==> src/mqub_pkg.sv <==
package mqub_pkg;

  localparam int FILL_W = 7;

  localparam logic [1:0] CMD_PUSH   = 2'd0;
  localparam logic [1:0] CMD_PULL   = 2'd1;
  localparam logic [1:0] CMD_STATUS = 2'd2;

  localparam logic [7:0] EMPTY_CODE = 8'd24;

  typedef struct packed {
    logic [1:0] cmd;
    logic [3:0] queue_id;
    logic [7:0] data_in;
  } in_t;

  typedef struct packed {
    logic [7:0]        data_out;
    logic              parity_bit;
    logic [FILL_W-1:0] fill_count;
    logic              overflow;
    logic              empty_res;
  } out_t;

  typedef enum logic [1:0] {
    OP_PUSH,
    OP_PULL,
    OP_STATUS,
    OP_NONE
  } op_kind_t;

  typedef struct packed {
    op_kind_t   kind;
    logic [3:0] qid;
    logic [7:0] data;
  } op_t;

  typedef struct packed {
    logic valid;
    op_t  op;
  } op_slot_t;

  typedef enum logic {
    BK_IDLE,
    BK_DATA
  } back_state_t;

  function automatic logic odd_parity(input logic [7:0] b);
    return ~(^b);
  endfunction

endpackage

==> src/mqub_front.sv <==
module mqub_front
  import mqub_pkg::*;
#(
  parameter int PORT_COUNT = 6
) (
  input  logic     clk,
  input  logic     rst,
  input  logic     in_valid,
  output logic     in_stall,
  input  in_t      in_data,
  output op_slot_t head,
  input  logic     pop
);

  localparam int QUEUE_COUNT = 2 * PORT_COUNT;

  op_t        slots [2];
  logic       wr_ptr;
  logic       rd_ptr;
  logic [1:0] level;
  logic [1:0] level_next;
  op_t        op_in;
  logic       in_range;
  logic       push;
  logic       take;

  always_comb begin
    in_range    = {2'b00, in_data.queue_id} < 6'(QUEUE_COUNT);
    op_in.qid   = in_data.queue_id;
    op_in.data  = in_data.data_in;
    case (in_data.cmd)
      CMD_PUSH: op_in.kind = OP_PUSH;
      CMD_PULL: op_in.kind = OP_PULL;
      default:  op_in.kind = OP_STATUS;
    endcase
    if (!in_range) begin
      op_in.kind = OP_NONE;
      op_in.qid  = '0;
    end
  end

  assign in_stall = (level == 2'd2);
  assign push     = in_valid && !in_stall;
  assign take     = pop && (level != 2'd0);

  always_comb begin
    level_next = level;
    if (push && !take) begin
      level_next = level + 2'd1;
    end else if (take && !push) begin
      level_next = level - 2'd1;
    end
  end

  always_ff @(posedge clk) begin
    if (rst) begin
      wr_ptr <= 1'b0;
      rd_ptr <= 1'b0;
      level  <= 2'd0;
    end else begin
      level <= level_next;
      if (push) begin
        wr_ptr <= ~wr_ptr;
      end
      if (take) begin
        rd_ptr <= ~rd_ptr;
      end
    end
  end

  always_ff @(posedge clk) begin
    if (push) begin
      slots[wr_ptr] <= op_in;
    end
  end

  assign head.valid = (level != 2'd0);
  assign head.op    = slots[rd_ptr];

endmodule

==> config.mk <==
export PLATFORM = sky130hd
export DESIGN_NAME = mqub_front
export DESIGN_NICKNAME = d
export VERILOG_FILES = /design/src/mqub_pkg.sv /design/src/mqub_front.sv
export SDC_FILE = /design/constraint.sdc
export NUM_CORES = 1
export LEC_CHECK = 0
export BUFFER_PORTS_ARGS = -buffer_cell sky130_fd_sc_hd__buf_2
export CAP_MARGIN = 20
export CORE_UTILIZATION = 30
export DETAILED_ROUTE_END_ITERATION = 8
export GPL_TIMING_DRIVEN = 1
export PLACE_DENSITY = 0.62
export SETUP_SLACK_MARGIN = 0.1
export SLEW_MARGIN = 20
export SYNTH_ARGS = -nofsm -noshare
export SYNTH_HDL_FRONTEND = slang
export SYNTH_SLANG_ARGS = --single-unit
==> constraint.sdc <==
create_clock -name clk -period 1.8 [get_ports clk]
set_input_delay 0.27 -clock clk [delete_from_list [all_inputs] [get_ports clk]]
set_output_delay 0.27 -clock clk [all_outputs]
set_load 0.01 [all_outputs]
==> impl_results.md <==
* Cts hold-fix bufs at 0
* Multi-input gate area at 310 um2
* Inst Count DP at 161
* Commonest non-fill, non-tap cells in the layout: 33 x buf_2, 28 x edfxtp_1, 14 x mux2_2
* Setup-failing EPs final at 0
* Synth area leader: edfxtp_1
* Total Power at 2.31 mW
* Reg area at 945 um2
* Nets at 137
* Compound-gate portion of the synthesized area at 2.37%
* Hold slack at 177 ps
* Drt pass-1 iters at 4
* Sequential area share after synthesis at 74.2%
* Fmax at 0.631 GHz
* Max-slew violation count at 0
* Hold Path Cell Cnt at 1
* # IOs at 34
* Layout fillers at 397
* Crit-path max FO at 9
* DR vias/cell at 4.43
* Worst-Skew Late Latency at 280 ps
* Min Tclk post-route at 1580 ps
* Total GRT Usage at 11.4%
* DRT Wirelength at 2190 um
* Final setup TNS at 0 ps
* Hold Fails Final Rpt at 0
* Worst Setup End Kind: output pin
* Fin Clk Skew at 5.11 ps
* Root Driver: clkbuf_8
* Clk buf depth at 2
* Avg Inst Size Synth at 16.7 um2
* Final period utilization at 88.1%
* CTS H-tree depth at 2
* Commonest non-fill, non-tap cell in the layout: buf_2
* Outcome: finished clean
* Vias in the first global route at 738
* Setup Buffers After CTS at 0
* Post-Layout Cell Count at 169
* TritonCTS clock tree: built
* Max cap viols at 0
* Layout cells sized above 1 at 49.6%
* Power Dens Cells at 1420 nW/um2
* CP Class: reg2out
* Post-cts sizing count at 1
* DR vias at 748
* HP Class: in2reg
* P&R area growth vs syn at 28.3%
* Register-to-Register Path Depth at 4
* Worst path required time at 1530 ps
* Multiplexer share of the synthesized area at 12.4%
* Simple-gate portion of the synthesized area at 6.61%
* Die height at 67 um
* ANT nets after route at 0
* Peak supply drop at 0.000375 V
* Mapped Cells at 76
* Yosys top cell area share at 66.3%
* Residual DRC at 0
* Global placer's final weighted congestion at 0.716
* DIE WIDTH at 67 um
* Largest family of logic cells by synthesized area: multiplexers
* Initial drt markers at 36
* Post-Synth Adder-Cell Area at 0.987%
* Xor/xnor cell area share of the yosys netlist at 2.07%
* Post-synthesis instance area at 1270 um2
* DP HPWL at 1630 um
* Yosys cell types at 17
* Grt total ovfl at 0
* Crit path launch type: register
* Num CTS Buffers at 5
* Post-Syn Nets at 95
* Largest net degree at the start of global routing at 11
* LEAKAGE at 0.641 nW
* Largest cells by area after synthesis: edfxtp_1 66%, mux2_2 12%, dfxtp_1 7.9%
* # rows at 23
* First-pass GRT wire length at 3420 um
* Yosys reg bits at 33
* Data arrival, critical path at 1310 ps
* PortBufs at 33
* Die area at 4490 um2
* Initial Util at 31.5%
* CTS clk-pin slew, worst paths at 70 ps
* YS warnings at 0
* TritonCTS Sinks at 33
* Core ar. at 4030 um2
* Ant. Diodes at 0
* Unrepaired setup endpoints after global routing: false
* Antenna violations before repair at 0
* Slew of the pin with the lowest slew margin at 326 ps
* Slew HR at 78.0%
* Wirelength per Cell at 13.0 um
logic make-up after synthesis:
kind of cell	count (synthesis)
AO/OA/AOI/OAI	6
XOR/XNOR	3
adder cells (fa/ha/maj)	1
buffers and inverters	4
flip-flops	33
multiplexers	14
AND/OR/NAND/NOR	15
synth_stat cells, drive strengths merged:
cell type  number
ha              1
a21oi           2
and2            3
nor2            4
xor2            3
nand2b          1
inv             3
nor2b           3
buf             1
or2             1
edfxtp         28
or3             2
nand2           1
o21ai           4
mux2           14
dfxtp           5
where the power goes:
part	switching, mW	internal, mW	total, mW
Sequential	0.0680	0.977	1.05
Clock	0.250	0.408	0.658
Combinational	0.301	0.307	0.608
Total	0.620	1.69	2.31
cell type report:
class	instances	area share, %
clock buffer	6	4.46
multi-input combinational	39	19.1
tap	50	3.85
clock inverter	2	2.08
inverter	3	0.692
sequential	33	58.1
timing repair buffer	36	11.8
state kept, by name, summed over array words and instances, names as in the netlist, named ones only:
name	flops
level	2
rd_ptr	1
slots	28
wr_ptr	1
metal layers:
metal	global-route usage [%]	part of all wire (%)	vias to the layer above
met4	7.98	1.3	0
met3	5.65	7.0	5
met1	11.5	38	356
li1	-	-	361
met5	0	0	-
met2	18.3	53	26
worst max-delay path, cell delays in order (launching register included):
cell	delay, ps
dfxtp_4	400
buf_6	160
mux2_2	340
buf_2	140
per-stage QoR:
step | cell area [um2] | util [%] | setup WS (ps)
finish | 1630 | 40.4 | 215
global route | 1630 | 40.4 | 145
CTS | 1620 | 40.2 | 108
detailed placement | 1510 | 37.5 | 278
global placement | 1510 | 37.5 | 322
floorplan | 1270 | - | 334
path summary, 6_finish.rpt:
check,from,end,slack (ps)
setup / recovery,register,head[4],220
hold reg to reg,wr_ptr,wr_ptr,500
hold / removal,in_data[6],slots[0][6],180
setup reg to reg,level[0],level[1],260
Power figures use the tool's default switching activity.
